**config.mk**
```make
export PLATFORM = sky130hd
export DESIGN_NAME = skt_ctrl
export DESIGN_NICKNAME = d
export VERILOG_FILES = /design/src/rtl/skt_pkg.sv /design/src/rtl/skt_ctrl.sv
export SDC_FILE = /design/constraint.sdc
export NUM_CORES = 1
export LEC_CHECK = 0
export BUFFER_PORTS_ARGS = -buffer_cell sky130_fd_sc_hd__buf_2
export CORE_AREA = 2 2 143 110
export CTS_BUF_LIST = sky130_fd_sc_hd__clkbuf_16
export CTS_CLUSTER_DIAMETER = 40
export DETAILED_ROUTE_END_ITERATION = 10
export DIE_AREA = 0 0 145 112
export PLACE_DENSITY = 0.77
export SYNTH_ARGS = -nofsm -noshare
export SYNTH_HDL_FRONTEND = slang
export SYNTH_SLANG_ARGS = --single-unit
```
**constraint.sdc**
```tcl
create_clock -name i_clk -period 3.5 [get_ports i_clk]
set_clock_uncertainty 0.2 [all_clocks]
set_input_delay 0.35 -clock i_clk [delete_from_list [all_inputs] [get_ports i_clk]]
set_output_delay 0.35 -clock i_clk [all_outputs]
set_load 0.01 [all_outputs]
```
**src/rtl/skt_pkg.sv**
```systemverilog
// Shared types and constants for the sorted key table.
`timescale 1ns / 1ps
`default_nettype none

package skt_pkg;

    localparam int CAPACITY = 256;
    localparam int CNT_W    = $clog2(CAPACITY + 1);
    localparam int KEY_W    = 32;
    localparam int PAGE_W   = 32;
    localparam int SLOT_W   = 16;
    localparam int STAT_W   = 3;
    localparam int ECNT_W   = 9;

    typedef enum logic {
        CMD_INSERT = 1'b0,
        CMD_SEARCH = 1'b1
    } t_cmd;

    typedef enum logic [STAT_W-1:0] {
        STAT_INSERTED  = 3'd0,
        STAT_DUPLICATE = 3'd1,
        STAT_FULL      = 3'd2,
        STAT_FOUND     = 3'd3,
        STAT_NOT_FOUND = 3'd4
    } t_status;

    typedef enum logic [1:0] {
        ST_IDLE,
        ST_COMPARE,
        ST_SCAN,
        ST_FINISH
    } t_state;

    typedef struct packed {
        logic [KEY_W-1:0]  key;
        logic [PAGE_W-1:0] page;
        logic [SLOT_W-1:0] slot;
    } t_entry;

    // Match token walking down the cell row.
    typedef struct packed {
        logic              hit;
        logic [PAGE_W-1:0] page;
        logic [SLOT_W-1:0] slot;
    } t_token;

    // Broadcast from the controller to every cell.
    typedef struct packed {
        logic   compare;
        logic   commit;
        t_entry req;
    } t_cell_ctl;

endpackage

`default_nettype wire

```
**src/rtl/skt_ctrl.sv**
```systemverilog
// Request sequencer: captures a request, runs compare and scan, commits, registers the result.
`timescale 1ns / 1ps
`default_nettype none

module skt_ctrl (
    input  logic                              i_clk,
    input  logic                              i_rst_n,
    input  logic                              i_in_valid,
    output logic                              o_in_stall,
    input  logic                              i_command,
    input  logic signed [skt_pkg::KEY_W-1:0]  i_key,
    input  logic signed [skt_pkg::PAGE_W-1:0] i_rid_page,
    input  logic [skt_pkg::SLOT_W-1:0]        i_rid_slot,
    output logic                              o_out_valid,
    input  logic                              i_out_stall,
    output logic [skt_pkg::STAT_W-1:0]        o_status,
    output logic signed [skt_pkg::PAGE_W-1:0] o_found_page,
    output logic [skt_pkg::SLOT_W-1:0]        o_found_slot,
    output logic [skt_pkg::ECNT_W-1:0]        o_entry_count,
    input  skt_pkg::t_token                   i_last_tok,
    output skt_pkg::t_cell_ctl                o_ctl,
    output logic [skt_pkg::CNT_W-1:0]         o_count
);
    import skt_pkg::*;

    localparam logic [CNT_W-1:0] SCAN_LAST = CNT_W'(CAPACITY - 1);
    localparam logic [CNT_W-1:0] CNT_FULL  = CNT_W'(CAPACITY);

    t_state            r_state;
    t_state            n_state;
    t_cmd              r_cmd;
    t_entry            r_req;
    logic [CNT_W-1:0]  r_scan;
    logic [CNT_W-1:0]  r_count;
    logic [CNT_W-1:0]  n_count;

    logic              r_out_valid;
    t_status           r_status;
    t_status           n_status;
    logic [PAGE_W-1:0] r_fpage;
    logic [SLOT_W-1:0] r_fslot;
    logic [ECNT_W-1:0] r_ecnt;

    logic              w_accept;
    logic              w_can_write;
    logic              w_finish;
    logic              w_insert_ok;

    assign w_can_write = !r_out_valid || !i_out_stall;
    assign w_insert_ok = (r_cmd == CMD_INSERT) && !i_last_tok.hit && (r_count != CNT_FULL);

    // Next state
    always_comb begin
        n_state = r_state;
        unique case (r_state)
            ST_IDLE: begin
                if (i_in_valid) n_state = ST_COMPARE;
            end
            ST_COMPARE: n_state = ST_SCAN;
            ST_SCAN: begin
                if (r_scan == SCAN_LAST) n_state = ST_FINISH;
            end
            ST_FINISH: begin
                if (w_can_write) n_state = ST_IDLE;
            end
            default: n_state = ST_IDLE;
        endcase
    end

    // State outputs
    always_comb begin
        o_in_stall = 1'b1;
        w_accept   = 1'b0;
        w_finish   = 1'b0;
        unique case (r_state)
            ST_IDLE: begin
                o_in_stall = 1'b0;
                w_accept   = i_in_valid;
            end
            ST_COMPARE: ;
            ST_SCAN: ;
            ST_FINISH: begin
                w_finish = w_can_write;
            end
            default: ;
        endcase
    end

    always_comb begin
        o_ctl.compare = (r_state == ST_COMPARE);
        o_ctl.commit  = w_finish && w_insert_ok;
        o_ctl.req     = r_req;
    end

    always_comb begin
        if (r_cmd == CMD_INSERT) begin
            if (i_last_tok.hit) begin
                n_status = STAT_DUPLICATE;
            end else if (r_count == CNT_FULL) begin
                n_status = STAT_FULL;
            end else begin
                n_status = STAT_INSERTED;
            end
        end else begin
            n_status = i_last_tok.hit ? STAT_FOUND : STAT_NOT_FOUND;
        end
        n_count = w_insert_ok ? r_count + 1'b1 : r_count;
    end

    always_ff @(posedge i_clk) begin
        if (!i_rst_n) begin
            r_state     <= ST_IDLE;
            r_count     <= '0;
            r_out_valid <= 1'b0;
        end else begin
            r_state <= n_state;
            if (w_finish) begin
                r_count     <= n_count;
                r_out_valid <= 1'b1;
            end else if (!i_out_stall) begin
                r_out_valid <= 1'b0;
            end
        end
    end

    always_ff @(posedge i_clk) begin
        if (w_accept) begin
            r_cmd      <= t_cmd'(i_command);
            r_req.key  <= i_key;
            r_req.page <= i_rid_page;
            r_req.slot <= i_rid_slot;
        end
        if (r_state == ST_COMPARE) begin
            r_scan <= '0;
        end else if (r_state == ST_SCAN) begin
            r_scan <= r_scan + 1'b1;
        end
        if (w_finish) begin
            r_status <= n_status;
            r_ecnt   <= ECNT_W'(n_count);
            if (n_status == STAT_FOUND) begin
                r_fpage <= i_last_tok.page;
                r_fslot <= i_last_tok.slot;
            end else begin
                r_fpage <= '0;
                r_fslot <= '0;
            end
        end
    end

    assign o_out_valid   = r_out_valid;
    assign o_status      = r_status;
    assign o_found_page  = $signed(r_fpage);
    assign o_found_slot  = r_fslot;
    assign o_entry_count = r_ecnt;
    assign o_count       = r_count;

endmodule

`default_nettype wire
```
==> results.toml <==
[setup_path]
path_max_fanout = 6
rr_worst_depth = 5
crit_cells = 5
critPathLaunchType = "flop"
slowest_stage = "nor4b_1"
crit_chain = "inv_1 > ha_1 > nor4b_1 > a211oi_2 > buf_2"
path_buf_inv = 2
slowest_delay_ns = 0.80
path_class = "reg -> out"
startpoint = "o_count[0]"
cp-endpoint = "o_ctl[80]"
cp.required_ns = 2.95
worst_ep_arrival_time_ns = 2.34
rrSetupSlack_ns = 1.10
r2r-start = "o_count[0]"
rr_endpoint = "o_entry_count[1]"
crit_family = "simple AND/OR/NAND/NOR gates"
end_kind = "output pin"

[die]
die_h_um = 112
num_rows = 39
io_pins = 287
die_width_um = 145
core-area_mm2 = 0.0149
design.die.area_mm2 = 0.0162
start_util = 0.392

[cts]
clockRootBuffer = "clkbuf_16"
ctsResizeCount = 0
cts_tree = "built"
clk_pin_slew_ns = 0.06
clock_sinks = 162
cts_buffers = 17
cts_buffer_depth = 2
clock_latency_ns = 0.41
htreeDepth = 4

[sta]
max_freq_ghz = 0.346
slew_headroom = 0.302
worst-slew-pin-transition_ns = 1.03
period_share = 0.825
setup_viol = 0
fin_crit_ns = 2.89
rsz0062_at_grt = "no"
hold_viol_final = 0
slew_violations = 0
fin_setup_tns_ns = 0

[place]
io_buffers = 286
hpwl_um = 10800
gp_congestion = 0.850

[synthesis]
synth_async_sr_flop_share = 0
synth_cell_types = 36
yosys_warnings = 0
avgSynthCellArea_um2 = 16.7
synth_fp_nets = 491
ys_ff_latch = 162
synth-edff-count = 141
synth_ff_type = "edfxtp_1"
synth_area_mm2 = 0.00583
syn_inst = 349
synth_seq_area_share = 0.799

[outcome]
status = "finished, final reports clean"

[worst_hold_path]
min_from = "i_out_stall"
hp-class = "in -> reg"

[global_route]
first_global_vias = 4487
grt_start_max_net_pins = 82
grt_usage = 0.199
grt_antenna_before_repair = 0
grt-ovfl-total = 0
grt_pass1_wl_um = 24700

[flow_run]
maxCapViolations = 0

[routing]
ant_nets = 0
via_per_inst = 4.65
vias = 4373
drt_iter0_drc = 296
drc = 0
totalWireLength_um = 16200
wl_per_cell_um = 17.2
drt_first_pass_iters = 4

[layout]
final_common_cell = "buf_2"
syn_to_final_growth_pct = 51.8
drive_gt1_frac = 0.444
final_cell_mix = "buf_2, edfxtp_1, dlygate4sd3_1, and3_1, dfxtp_1"
antennaDiodeCount = 0
final_util = 0.594
fin_nets = 865

[pwr]
ir_drop_uv = 381
p_leak_uw = 0.00386
power_uw = 5400
power_density_mw_per_mm2 = 610
[metal layers]
layer / track usage / vias up / share of wire
met2: 0.355 / 175 / 0.53
met3: 0.0537 / 33 / 0.054
met1: 0.231 / 2093 / 0.39
met4: 0.0785 / 0 / 0.024
met5: 0 / - / 0
li1: - / 2072 / -
[tightest hold or removal path: stages]
cell and delay [ns]:
buf_2 0.10, a21oi_1 0.06, nor2_1 0.08
[cell usage after synthesis (2+ instances only)]
cell type / n / area, um2
o21ai_0: 4 / 20.0
nor3_1: 3 / 15.0
o31ai_1: 3 / 22.5
a211oi_1: 3 / 22.5
nor4b_1: 2 / 17.5
nor4_1: 3 / 18.8
xnor2_1: 2 / 17.5
nand3_1: 3 / 15.0
edfxtp_1: 141 / 4230
inv_1: 8 / 30.0
ha_1: 8 / 100
nand2_1: 18 / 67.6
nor2_1: 12 / 45.0
mux2i_1: 7 / 70.1
xor2_1: 9 / 78.8
or4_1: 3 / 22.5
and3_1: 48 / 300
a21oi_1: 8 / 40.0
nand2b_1: 6 / 37.5
clkbuf_1: 15 / 56.3
nand4_1: 6 / 37.5
dfxtp_1: 21 / 420
or3_1: 3 / 18.8
[final cells by class]
class | instances | area, um2
clock buffers | 18 | 450
clock inverters | 14 | 90.1
fillers | 1142 | 6040
inverters | 8 | 30.0
multi-input cells | 163 | 1080
flip-flops and latches | 162 | 4650
well taps | 205 | 256
repair buffers | 371 | 2280
[registers in the layout, summed over array words and instances (netlist names)]
signal and cells:
r_state 2, o_found_page 32, o_count 9, r_cmd 1, o_out_valid 1, o_found_slot 16
r_scan 9, o_entry_count 9, o_status 3, o_ctl 80
[how the worst min path moves through the flow]
stage	end	slack, ns	cells past startpoint
after floorplan	o_ctl[0]	0.25	0
after global placement	r_scan[6]	0.27	2
after detailed placement	r_scan[8]	0.30	2
after CTS	o_out_valid	0.003	3
after global routing	o_out_valid	0.0004	3
final	o_out_valid	0.03	3
[power by group]
part,total [uW],switching [uW],internal [uW]
sequential,2630,103,2530
combinational,1080,656,419
clock,1690,741,945
total,5400,1500,3900
[cells by family after synthesis]
| kind of cell | synth area share |
|---|---|
| AO/OA/AOI/OAI | 0.0277 |
| XOR/XNOR | 0.0165 |
| adder cells (fa/ha/maj) | 0.0172 |
| buffers and inverters | 0.0167 |
| flip-flops | 0.799 |
| multiplexers | 0.0146 |
| AND/OR/NAND/NOR | 0.108 |
[repair_timing]
action                    4_1_cts  5_1_grt
buffers inserted                0        0
hold buffers                   81        0
hold endpoints to repair       81        0
[through the flow]
| step | instance area [um2] | worst slack [ns] | std cells | hold slack [ns] |
|---|---|---|---|---|
| finish | 8840 | 0.612 | 941 | 0.0260 |
| global placement | 7490 | 1.19 | 828 | 0.267 |
| global route | 8840 | 0.423 | 941 | 0.000436 |
| detailed placement | 7490 | 1.05 | 828 | 0.300 |
| floorplan | 5830 | 0.359 | 349 | 0.249 |
| CTS | 8840 | 0.597 | 941 | 0.00331 |
Power figures use the tool's default switching activity.
