[src/rtl/skt_pkg.sv]
// Shared types and constants for the sorted key table.
`timescale 1ns / 1ps
`default_nettype none

package skt_pkg;

    localparam int CAPACITY = 256;
    localparam int CNT_W    = $clog2(CAPACITY + 1);
    localparam int KEY_W    = 32;
    localparam int PAGE_W   = 32;
    localparam int SLOT_W   = 16;
    localparam int STAT_W   = 3;
    localparam int ECNT_W   = 9;

    typedef enum logic {
        CMD_INSERT = 1'b0,
        CMD_SEARCH = 1'b1
    } t_cmd;

    typedef enum logic [STAT_W-1:0] {
        STAT_INSERTED  = 3'd0,
        STAT_DUPLICATE = 3'd1,
        STAT_FULL      = 3'd2,
        STAT_FOUND     = 3'd3,
        STAT_NOT_FOUND = 3'd4
    } t_status;

    typedef enum logic [1:0] {
        ST_IDLE,
        ST_COMPARE,
        ST_SCAN,
        ST_FINISH
    } t_state;

    typedef struct packed {
        logic [KEY_W-1:0]  key;
        logic [PAGE_W-1:0] page;
        logic [SLOT_W-1:0] slot;
    } t_entry;

    // Match token walking down the cell row.
    typedef struct packed {
        logic              hit;
        logic [PAGE_W-1:0] page;
        logic [SLOT_W-1:0] slot;
    } t_token;

    // Broadcast from the controller to every cell.
    typedef struct packed {
        logic   compare;
        logic   commit;
        t_entry req;
    } t_cell_ctl;

endpackage

`default_nettype wire

[src/rtl/skt_cell.sv]
// One table cell: holds an entry, compares it, shifts on insert, passes the match token.
`timescale 1ns / 1ps
`default_nettype none

module skt_cell (
    input  logic               i_clk,
    input  skt_pkg::t_cell_ctl i_ctl,
    input  logic               i_occupied,
    input  logic               i_prev_lt,
    input  skt_pkg::t_entry    i_prev_entry,
    input  skt_pkg::t_token    i_tok,
    output logic               o_lt,
    output skt_pkg::t_entry    o_entry,
    output skt_pkg::t_token    o_tok
);
    import skt_pkg::*;

    t_entry r_entry;
    t_entry n_entry;
    t_token r_tok;
    t_token n_tok;
    logic   r_lt;
    logic   r_eq;

    // Insert: smaller entries stay, the boundary cell takes the new entry,
    // everything above moves up one place.
    always_comb begin
        if (r_lt) begin
            n_entry = r_entry;
        end else if (i_prev_lt) begin
            n_entry = i_ctl.req;
        end else begin
            n_entry = i_prev_entry;
        end
    end

    always_comb begin
        if (r_eq && !i_tok.hit) begin
            n_tok.hit  = 1'b1;
            n_tok.page = r_entry.page;
            n_tok.slot = r_entry.slot;
        end else begin
            n_tok = i_tok;
        end
    end

    always_ff @(posedge i_clk) begin
        if (i_ctl.compare) begin
            r_lt <= i_occupied && ($signed(r_entry.key) < $signed(i_ctl.req.key));
            r_eq <= i_occupied && (r_entry.key == i_ctl.req.key);
        end
        if (i_ctl.commit) begin
            r_entry <= n_entry;
        end
        r_tok <= n_tok;
    end

    assign o_lt    = r_lt;
    assign o_entry = r_entry;
    assign o_tok   = r_tok;

endmodule

`default_nettype wire

[config.mk]
export PLATFORM = sky130hd
export DESIGN_NAME = skt_cell
export DESIGN_NICKNAME = d
export VERILOG_FILES = /design/src/rtl/skt_pkg.sv /design/src/rtl/skt_cell.sv
export SDC_FILE = /design/constraint.sdc
export NUM_CORES = 1
export LEC_CHECK = 0
export BUFFER_PORTS_ARGS = -buffer_cell sky130_fd_sc_hd__buf_4
export CAP_MARGIN = 20
export CORE_AREA = 2 2 132 134
export DETAILED_ROUTE_END_ITERATION = 10
export DIE_AREA = 0 0 134 136
export GPL_TIMING_DRIVEN = 1
export PLACE_DENSITY = 0.66
export SYNTH_ARGS = -nofsm -noshare
export SYNTH_HDL_FRONTEND = slang
export SYNTH_SLANG_ARGS = --single-unit
[constraint.sdc]
create_clock -name i_clk -period 11.9 [get_ports i_clk]
set_clock_uncertainty 0.2 [all_clocks]
set_input_delay 0.595 -clock i_clk [delete_from_list [all_inputs] [get_ports i_clk]]
set_output_delay 0.595 -clock i_clk [all_outputs]
set_load 0.005 [all_outputs]
==> impl_results.md, run 1 <==
- Max cap viols: 0
- Setup Total Neg Slack: 0 ns
- Post-Syn Instances: between 300 and 400
- Number of enable flip-flop cells after synthesis: 82
- Hold Crit Class: primary input to flip-flop
- Die height: ~140 um
- Most area-hungry cell type in the Yosys netlist: edfxtp_1
- Post-synthesis adder-cell area fraction: 0.0685
- Status: completed
- Xor/xnor cell area share of the yosys netlist: 0
- Clk sinks: between 100 and 150
- Syn avg cell area: 15.0 um2
- Post-synthesis compound-gate area fraction: 0.0282
- Total CTS buffers: 17
- CP max stage delay: just under 0.7 ns
- Worst VDD drop: 0.0000882 V
- Cell Pwr Density: between 100 and 150 nW/um2
- Die area: about 18000 um2
- DR DRC count: 0
- Synth area leaders: edfxtp_1 (42%), mux2_2 (20%), dfxtp_1 (17%), ha_1 (6.8%), mux2_1 (4.2%)
- Yosys reg bits: approximately 130
- Main combinational cell family by area after synthesis: multiplexers
- Hpwl dp: 13400 um
- Placement Cell Area: between 8000 and 9000 um2
- Cell Chain, Critical Path: nor2b_4 -> buf_4
- Pre-Repair DR Iteration Count: 4
- Worst EP required: approximately 12 ns
- Detail Route Antenna Nets: 0
- Clock buffer depth: 2
- Gr ovfl total: 0
- Pre-CTS WS: 9.16 ns
- WL final: around 17000 um
- Final Instance Count excl. Fillers: ~980
- Skew-Pair Late Insertion Delay: 0.41 ns
- Post-route cell area: 9220 um2
- CTS tree: yes
- Hold Fails Final Rpt: 0
- Relative slew slack: 0.296
- Synth top area share: 0.421
- Syn Nets: 637
- Share of layout cells above drive strength 1: 0.653
- Initial Utilization: 0.346
- Total GRT Usage: 0.184
- Count leader, synth: mux2_2
- Vias in the first global route: ~4600
- Library cells used by synthesis: 34
- Post-CTS sizing: 0
- Tmin final: 2.49 ns
- Placed cells: 947
- Startpoint types: flip-flop
- CP Capture Type: flip-flop
- Post-CTS setup buffers: 0
- Setup violators final: 0
- Initial antenna violation count: 0
- Worst Slack Setup Final: between 9 and 10 ns
- Worst setup path category: flip-flop to flip-flop
- Slowest cell on crit path: buf_4
- Row count: 48
- CP arrival: between 2 and 2.5 ns
- Power Total: ~1.2 mW
- Max-slew violation count: 0
- Unrepaired setup endpoints after global routing: false
- Routability congestion estimate from global placement: 0.748
- Mux share of post-synthesis cell area: 0.248
- YS warnings: 0
- Async set-reset flop share out of synthesis: 0
- H-tree depth: 4
- FMAX: around 400 MHz
- Die Wd: 134 um
- DR vias: roughly 4400
- Layout Area Growth over Synthesis: 57.7%
- Ys flop type: edfxtp_1
- Post-CTS Hold Buffers: 0
- Final net count: about 990
- First-pass GRT wire length: 25300 um
- Final period util: 0.209
- Sequential fraction of the synthesis area: 0.589
- CP max FO: 54
- Commonest cells in the netlist: mux2_2 (106), edfxtp_1 (82), dfxtp_1 (49)
- DR iter-0 viols: ~110
- Placeable Area: around 17000 um2
- Filler cells: between 1000 and 1500
- IO Count: ~340
- Clock slew at reported path FFs: ~0.060 ns
- Wire per inst: 17.6 um
- DR vias/cell: around 4.5
- Leakage power: 4.16 nW
- Largest net degree at the start of global routing: 81
- Worst-Margin Slew: 1.06 ns
- Post-Synth Simple-Gate Area: 0.0330
- Antenna cells: 0
- Mapped Area: approximately 6000 um2
- Root buf cell: clkbuf_16
- Port bufs: 343
==> registers in the layout, summed over array words and instances (netlist names) <==
signal and cells:
o_entry 80, o_tok 49, o_lt 1, r_eq 1
==> layout by cell type (no fill, tap or decap), drive strengths merged, types with 2 or more instances in the layout <==
cell	instances
buf	345
nand4	5
nor2b	3
a21oi	11
and4	3
dfxtp	49
edfxtp	82
nand2	7
a211oi	3
o21ai	6
clkinvlp	3
clkinv	8
clkbuf	17
ha	32
a21o	2
mux2	128
nor2	2
inv	35
==> critical path, delay by kind of cell (launching register included) <==
kind	cells	cell delay (ns)
simple gates	1	0.68
flops	1	0.45
buf+inv	1	0.69
==> power breakdown <==
group | leakage [nW] | switching, mW | total (mW) | internal [mW]
clock network | 0.267 | 0.203 | 0.491 | 0.288
registers | 1.19 | 0.0142 | 0.534 | 0.520
logic | 2.70 | 0.0702 | 0.189 | 0.119
==> through the flow <==
stage | hold slack [ns] | utilization
2_1_floorplan | 0.226 | -
3_3_place_gp | 0.274 | 0.513
3_5_place_dp | 0.286 | 0.513
4_1_cts | 0.172 | 0.546
5_1_grt | 0.171 | 0.546
6_report | 0.192 | 0.546
==> worst paths after layout <==
kind	start	to	slack, ns	cells after the start
hold reg to reg	o_entry[38]	o_tok[38]	0.30	1
hold / removal	i_tok[46]	o_tok[46]	0.19	2
setup / recovery	o_lt	o_entry[43]	9.41	2
setup reg to reg	o_lt	o_entry[43]	9.41	2
==> area by class of cell <==
cell class,instances,area (um2),area share
sequential,131,3440,0.374
timing repair buffer,345,2590,0.281
multi-input combinational,214,2220,0.241
clock buffer,17,425,0.0462
tap,225,282,0.0305
clock inverter,15,133,0.0144
inverter,32,120,0.0130
==> logic make-up after synthesis <==
group / count (synthesis)
DFF: 131
muxes: 129
buffers and inverters: 46
adders and majority gates: 32
AOI/OAI and AO/OA: 27
and+or+nand+nor: 26
==> metal layers <==
layer	vias to the layer above	GRT usage	routed length (um)
met4	0	0.0591	272
met3	18	0.0664	1370
met2	194	0.328	9000
met5	-	0	0
met1	2067	0.204	6640
li1	2151	-	-
Power figures use the tool's default switching activity.
==> inputs of run 2 (changes only) <==
PLACE_DENSITY = 0.69   (was 0.66)
clock period = 2.2 ns   (was 11.9 ns; I/O delays follow)
==> impl_results.md, run 2 <==
- Root buf cell: clkbuf_16
- Pre-CTS WS: 0.0799 ns (-9.08 ns)
- Error Message: [ERROR RSZ-0060] Max buffer count reached.
- Sequential fraction of the synthesis area: 0.589 (unchanged)
- Clock buffer depth: 2 (unchanged)
- Status: did not finish
- Initial Utilization: 0.346 (unchanged)
- Placed cells: 949 (+0.21%)
- Mapped Area: 5850 um2 (unchanged)
- Synth area leaders: edfxtp_1 (42%), mux2_2 (20%), dfxtp_1 (17%), ha_1 (6.8%), mux2_1 (4.2%)
- Port bufs: 343 (unchanged)
- Die height: 136 um (unchanged)
- Syn avg cell area: 15.0 um2 (unchanged)
- Post-Syn Instances: 391 (unchanged)
- Routability congestion estimate from global placement: 0.806 (+7.7%)
- Async set-reset flop share out of synthesis: 0 (unchanged)
- Syn Nets: 637 (unchanged)
- Post-CTS Hold Buffers: 198 (+198)
- Number of enable flip-flop cells after synthesis: 82 (unchanged)
- Most area-hungry cell type in the Yosys netlist: edfxtp_1
- Library cells used by synthesis: 34 (unchanged)
- Hpwl dp: 13600 um (+1.5%)
- IO Count: 344 (unchanged)
- Commonest cells in the netlist: mux2_2 (106), edfxtp_1 (82), dfxtp_1 (49)
- Ys flop type: edfxtp_1
- Clk sinks: 131 (unchanged)
- Die Wd: 134 um (unchanged)
- Post-CTS setup buffers: 0 (unchanged)
- Row count: 48 (unchanged)
- Yosys reg bits: 131 (unchanged)
- Count leader, synth: mux2_2
- YS warnings: 0 (unchanged)
- Failing step: clock tree synthesis (4_1_cts)
- Synth top area share: 0.421 (unchanged)
- Total CTS buffers: 17 (unchanged)
- Post-CTS sizing: 0 (unchanged)
- H-tree depth: 4 (unchanged)
[run 2: cell counts after synthesis]
No cell type changed its count.
[run 2: per-stage QoR]
step | cell area, um2 | utilization
3_5_place_dp | 8710 | 0.516
3_3_place_gp | 8710 | 0.516
2_1_floorplan | 5850 | -
[run 2: kinds of logic after synthesis]
kind of cell,share of synthesized area
AO/OA/AOI/OAI,0.0282
flip-flops,0.589
adder cells (fa/ha/maj),0.0685
AND/OR/NAND/NOR,0.0330
multiplexers,0.248
buffers and inverters,0.0332
==> inputs of run 3 (changes only) <==
CORE_AREA = not set   (was 2 2 132 134)
CORE_MARGIN = 2   (was not set)
CORE_UTILIZATION = 25   (was not set)
DIE_AREA = not set   (was 0 0 134 136)
PLACE_DENSITY = not set   (was 0.69)
PLACE_DENSITY_LB_ADDON = 0.15   (was not set)
clock period = 2.9 ns   (was 2.2 ns; I/O delays follow)
==> impl_results.md, run 3 (same netlist as run 1, synthesis figures left out) <==
- Power Total: ~5.5 mW
- Pre-CTS WS: 0.818 ns (+0.738 ns)
- Max reg flops: 80
- Setup violators final: 0
- Clk sinks: 131 (unchanged)
- R2R Path End: o_lt
- Die height: 157 um (+15%)
- Final period util: 0.717
- Share of layout cells above drive strength 1: 0.511
- Largest net degree at the start of global routing: 49
- DR vias/cell: 4.15
- CTS tree: yes
- Hpwl dp: 13900 um (+2.1%)
- Cell Chain, Critical Path: ha_1 -> nand4_2 -> nor4_2 -> o21ai_1 -> a31oi_1 -> mux2i_1
- Wire per inst: ~15 um
- Die area: about 25000 um2
- Worst setup path category: flip-flop to flip-flop
- Port bufs: 343 (unchanged)
- DR DRC count: 0
- Tmin final: around 2.1 ns
- Vias in the first global route: slightly below 6000
- H-tree depth: 4 (unchanged)
- CP arrival: a little over 2 ns
- Final net count: 1200
- FMAX: between 400 and 500 MHz
- Post-route cell area: 11500 um2
- Leakage power: 5.10 nW
- CP max FO: 3
- Placement Cell Area: 8800 um2 (+0.98%)
- Most frequent cells in the layout: buf_4 (346), dlygate4sd3_1 (211), mux2_2 (106)
- Gr ovfl total: 0
- Placed cells: 1037 (+9.3%)
- Skew-Pair Late Insertion Delay: approximately 0.40 ns
- Antenna cells: 0
- Hold Crit Class: primary input to flip-flop
- Hold Fails Final Rpt: 0
- Cell Pwr Density: 481 nW/um2
- Slowest cell on crit path: edfxtp_1
- Worst hold margin: 0.151 ns
- Placeable Area: ~23000 um2
- Initial Utilization: 0.257 (-0.0898)
- Setup Total Neg Slack: 0 ns
- Unrepaired setup endpoints after global routing: false
- DR vias: 5305
- Reg2reg setup slack: roughly 0.8 ns
- Initial antenna violation count: 0
- Root buf cell: clkbuf_16
- Startpoint types: flip-flop
- Max-slew violation count: 0
- Hold EP: r_eq
- Min-delay src: i_ctl[50]
- Layout Area Growth over Synthesis: 97.3%
- Relative slew slack: 0.520
- Total GRT Usage: 0.155
- CP Capture Type: flip-flop
- Final Instance Count excl. Fillers: between 1000 and 1500
- Worst Slack Setup Final: ~0.82 ns
- DR iter-0 viols: 199
- Clock buffer depth: 2 (unchanged)
- Worst VDD drop: around 0.00031 V
- Commonest non-fill, non-tap cell in the layout: buf_4
- Die Wd: 157 um (+17%)
- IO Count: 344 (unchanged)
- Max cap viols: 0
- Detail Route Antenna Nets: 0
- Worst-Margin Slew: ~0.72 ns
- Clock slew at reported path FFs: ~0.060 ns
- Pre-Repair DR Iteration Count: 4
- Total CTS buffers: 17 (unchanged)
- Utilization after layout: 0.507
- Routability congestion estimate from global placement: 0.720 (-11%)
- Worst R2R Path Depth: 6
- Status: completed
- Row count: 55 (+15%)
- Worst EP required: 2.85 ns
- Post-CTS setup buffers: 0 (unchanged)
- Filler cells: about 2000
- Reg2reg start: o_entry[63]
- First-pass GRT wire length: 29600 um
- Hold Path Cell Cnt: 4
- WL final: approximately 20000 um
- CP max stage delay: between 0.3 and 0.4 ns
==> run 3: worst max path at each step <==
stage	end	cells after the start	start
after detailed placement	o_lt	6	o_entry[63]
after global routing	o_lt	6	o_entry[63]
after floorplan	o_entry[0]	1	o_lt
final	o_lt	6	o_entry[63]
after CTS	o_lt	6	o_entry[63]
after global placement	o_lt	6	o_entry[63]
==> run 3: layout make-up <==
type	instances	area, um2	share of cell area
Inverter	32	120	0.0104
Multi-Input combinational cell	214	2220	0.193
Clock inverter	14	203	0.0176
Sequential cell	131	3440	0.298
Clock buffer	17	425	0.0369
Timing Repair Buffer	558	4730	0.410
Tap cell	313	392	0.0339
==> run 3: worst max-delay path, delay by kind of cell (launching register included) <==
family / cells / cell delay, ns
compound gates: 2 / 0.29
flops: 1 / 0.39
mux: 1 / 0.10
simple gates: 2 / 0.49
fa+ha+maj: 1 / 0.34
==> run 3: power breakdown <==
| part | internal (mW) | switching, mW |
|---|---|---|
| registers | 2.13 | 0.0560 |
| clock network | 1.45 | 0.856 |
| logic | 0.710 | 0.345 |
| total | 4.29 | 1.26 |
==> run 3: repair_timing <==
item	CTS	global route
hold buffers	211	0
resized for setup	0	0
hold endpoints to repair	132	0
==> run 3: routing by layer <==
| metal | wire length [um] | global-route usage | up-vias | share of wire |
|---|---|---|---|---|
| li1 | - | - | 2576 | - |
| met1 | 7660 | 0.165 | 2484 | 0.39 |
| met2 | 10300 | 0.295 | 222 | 0.52 |
| met3 | 1510 | 0.0471 | 23 | 0.076 |
| met4 | 284 | 0.0428 | 0 | 0.014 |
| met5 | 0 | 0 | - | 0 |
==> inputs of run 4 (changes only) <==
ABC_AREA = 1   (was not set)
clock period = 1.85 ns   (was 2.9 ns; I/O delays follow)
==> impl_results.md, run 4 <==
- Status: finished, violations left
- Failing checks: setup timing
- Placed cells: 1134 (+9.4%)
- YS warnings: 0 (unchanged)
- Syn Nets: 703 (+10%)
- Hold Crit Class: primary input to flip-flop
- Setup violators final: 2 (+2)
- DR vias: 5684 (+7.1%)
- Max reg flops: 80 (unchanged)
- Number of enable flip-flop cells after synthesis: 82 (unchanged)
- Worst setup path category: flip-flop to flip-flop
- Leakage power: 5.39 nW (+5.6%)
- Synth area leaders: edfxtp_1 (42%), mux2_2 (17%), dfxtp_1 (17%), ha_1 (6.8%), a21oi_1 (3.9%)
- Initial antenna violation count: 0 (unchanged)
- Min-delay src: i_ctl[80]
- H-tree depth: 4 (unchanged)
- Routability congestion estimate from global placement: 0.740 (+2.8%)
- IO Count: 344 (unchanged)
- R2R Path End: r_eq
- Count leader, synth: mux2_2
- Hold EP: o_entry[41]
- Sw Ratio: 0.243 (+0.0168)
- Filler cells: 2077 (+4.6%)
- Synth top area share: 0.420 (-0.00108)
- Pre-Repair DR Iteration Count: 4 (unchanged)
- Skew-Pair Late Insertion Delay: 0.41 ns (about the same)
- Hpwl dp: 14800 um (+6.5%)
- Cell Pwr Density: 724 nW/um2 (+50%)
- Comb pwr share: 0.209 (+0.019)
- Layout Area Growth over Synthesis: 105%
- Ys flop type: edfxtp_1
- Yosys reg bits: 131 (unchanged)
- Startpoint types: flip-flop
- Vias in the first global route: 6078 (+3.5%)
- FMAX: 534 MHz (+11%)
- Antenna cells: 0 (unchanged)
- Internal power: 6.57 mW (+53%)
- Hold Fails Final Rpt: 0 (unchanged)
- Most frequent cells in the layout: buf_4 (377), dlygate4sd3_1 (211), mux2_2 (88)
- CP arrival: 1.83 ns (-0.19 ns)
- Power Total: 8.68 mW (+56%)
- WL final: 20600 um (+4.1%)
- Global-route layer with the greatest usage: met2
- Tmin final: 1.87 ns (-0.204 ns)
- Reg2reg start: o_entry[70]
- First-pass GRT wire length: 30400 um (+2.8%)
- DR vias/cell: 4.10 (-1.1%)
- Met3 Usage GRT: 0.0449 (-0.00220)
- Worst Slack Setup Final: -0.0242 ns (-0.846 ns)
- Flop pwr share: 0.396 (+0.002)
- Clk sinks: 131 (unchanged)
- Die area: 24700 um2 (+0.25%)
- CP max stage delay: 0.40 ns (about the same)
- Final net count: 1299 (+8.3%)
- CTS tree: yes
- Clock buffer depth: 2 (unchanged)
- Root buf cell: clkbuf_16
- Clk pwr share: 0.396 (-0.020)
- Commonest cells in the netlist: mux2_2 (88), edfxtp_1 (82), dfxtp_1 (49)
- Worst VDD drop: 0.000464 V (+51%)
- Library cells used by synthesis: 25 (-26%)
- Unrepaired setup endpoints after global routing: true
- Mapped Area: 5860 um2 (+0.26%)
- Reg2reg setup slack: -0.02 ns (-0.85 ns)
- Area of the multi-input gates: 2330 um2 (+4.8%)
- Syn avg cell area: 12.8 um2 (-14%)
- Worst EP required: 1.81 ns (-1.04 ns)
- Final period util: 1.01 (+0.296)
- Cell Chain, Critical Path: ha_1 -> nand2_2 -> nor2_4 -> nand4_1 -> nor2_4 -> buf_4 -> buf_4 -> and3_1
- Async set-reset flop share out of synthesis: 0 (unchanged)
- Crit-path leading delay family: simple AND/OR/NAND/NOR gates
- Die Wd: 157 um (+0.12%)
- DR iter-0 viols: 140 (-30%)
- Total GRT Usage: 0.159 (+0.00433)
- Clock slew at reported path FFs: 0.07 ns (about the same)
- Initial Utilization: 0.252 (-0.00470)
- CP Capture Type: flip-flop
- Die height: 157 um (+0.12%)
- DR DRC count: 0 (unchanged)
- Slowest cell on crit path: edfxtp_1
- GRT met2 Usage: 0.302 (+0.00731)
- Largest net degree at the start of global routing: 53 (+8.2%)
- Worst R2R Path Depth: 8 (+2)
- Detail Route Antenna Nets: 0 (unchanged)
- CP bufs+invs: 2 (+2)
- Global routing met1 resource utilization: 0.172 (+0.00668)
- CP max FO: 2 (-1)
- Port bufs: 343 (unchanged)
- Wire per inst: 14.9 um (-3.9%)
- Hold Path Cell Cnt: 4 (unchanged)
- Switching power total: 2.11 mW (+68%)
- Sequential fraction of the synthesis area: 0.587 (-0.00151)
- Commonest non-fill, non-tap cell in the layout: buf_4
- Gr ovfl total: 0 (unchanged)
- Row count: 56 (+1.8%)
- Reg area: 3440 um2 (unchanged)
- Most area-hungry cell type in the Yosys netlist: edfxtp_1
- Post-Syn Instances: 457 (+17%)
- Max cap viols: 0 (unchanged)
- Max-slew violation count: 0 (unchanged)
- Share of layout cells above drive strength 1: 0.511 (about the same)
- Worst-Margin Slew: 0.316 ns (-0.404 ns)
- Total CTS buffers: 17 (unchanged)
- Relative slew slack: 0.789 (+0.269)
- Placeable Area: 23300 um2 (+2.1%)
- Final Instance Count excl. Fillers: 1385 (+8.3%)
run 4: cell types whose count changed in the layout (fill, tap and decap cells not counted), moves of 7 or more:
cell / change
a21oi_1: +30
buf_4: +31
ha_1: -9
mux2_4: +9
inv_1: +7
nor2_1: +35
mux2_2: -18
ha_4: +9
mux2_1: -22
nand2_1: +23
nand2_2: +8
run 4: worst reg2reg max path, delay by kind of cell, from the launching register on:
| family | cells | cell delay (ns) |
|---|---|---|
| flops | 1 | 0.40 |
| simple gates | 5 | 0.47 |
| buf+inv | 2 | 0.24 |
| fa+ha+maj | 1 | 0.30 |
run 4: metal layers:
metal | vias up | wire (um)
met1 | 2654 | 7930
met4 | 0 | 253
met5 | - | 0
met3 | 14 | 1590
li1 | 2798 | -
met2 | 218 | 10800
run 4: logic make-up (layout without fill, tap and decap cells):
kind of cell | count (synthesis) | in the layout | synth area share
simple gates | 86 | 86 | 0.0619
fa+ha+maj | 32 | 32 | 0.0683
flops | 131 | 131 | 0.587
compound gates | 51 | 51 | 0.0448
mux | 97 | 97 | 0.192
buf+inv | 60 | 669 | 0.0455
run 4: layout make-up:
cell class	count	area share
Tap cell	319	0.0333
Multi-Input combinational cell	266	0.194
Clock buffer	18	0.0358
Sequential cell	131	0.287
Clock inverter	14	0.0139
Inverter	43	0.0135
Timing Repair Buffer	594	0.422
run 4: stage by stage:
step | setup slack (ns) | util | setup TNS [ns] | area, um2 | hold slack (ns)
final | -0.0242 | 0.516 | -0.0461 | 12000 | 0.0894
after CTS | -0.0390 | 0.508 | -0.0390 | 11800 | 0.0731
after detailed placement | -0.152 | 0.389 | -0.152 | 9050 | 0.102
after global routing | -0.157 | 0.516 | -0.274 | 12000 | 0.0917
after floorplan | -0.396 | - | -31.67 | 5870 | -0.0126
after global placement | -0.110 | 0.389 | -0.110 | 9050 | 0.0955
run 4: worst max path at each step:
stage                           start         end  slack, ns  cells past startpoint
after global routing      o_entry[51]        o_lt      -0.16                     12
after global placement    o_entry[75]        o_lt      -0.11                      9
final                     o_entry[70]        r_eq      -0.02                      8
after detailed placement  o_entry[75]        o_lt      -0.15                      9
after CTS                 o_entry[69]        o_lt      -0.04                      8
after floorplan                  o_lt  o_entry[0]      -0.40                      1
run 4: power groups by stage:
stage | Sequential [mW] | Clock, mW | Combinational (mW)
after floorplan | 3.50 | 0 | 0.461
after global placement | 3.48 | 0 | 1.32
after detailed placement | 3.49 | 0 | 1.33
after CTS | 3.43 | 3.53 | 1.77
after global routing | 3.45 | 3.65 | 1.97
final | 3.43 | 3.43 | 1.81
run 4: what timing repair did:
action	4_1_cts	5_1_grt
gates resized for setup	8	20
cloned	0	0
setup buffers	2	6
hold buffers	211	0
setup endpoints to repair	1	2
hold endpoints to repair	132	0
pin swaps	2	13
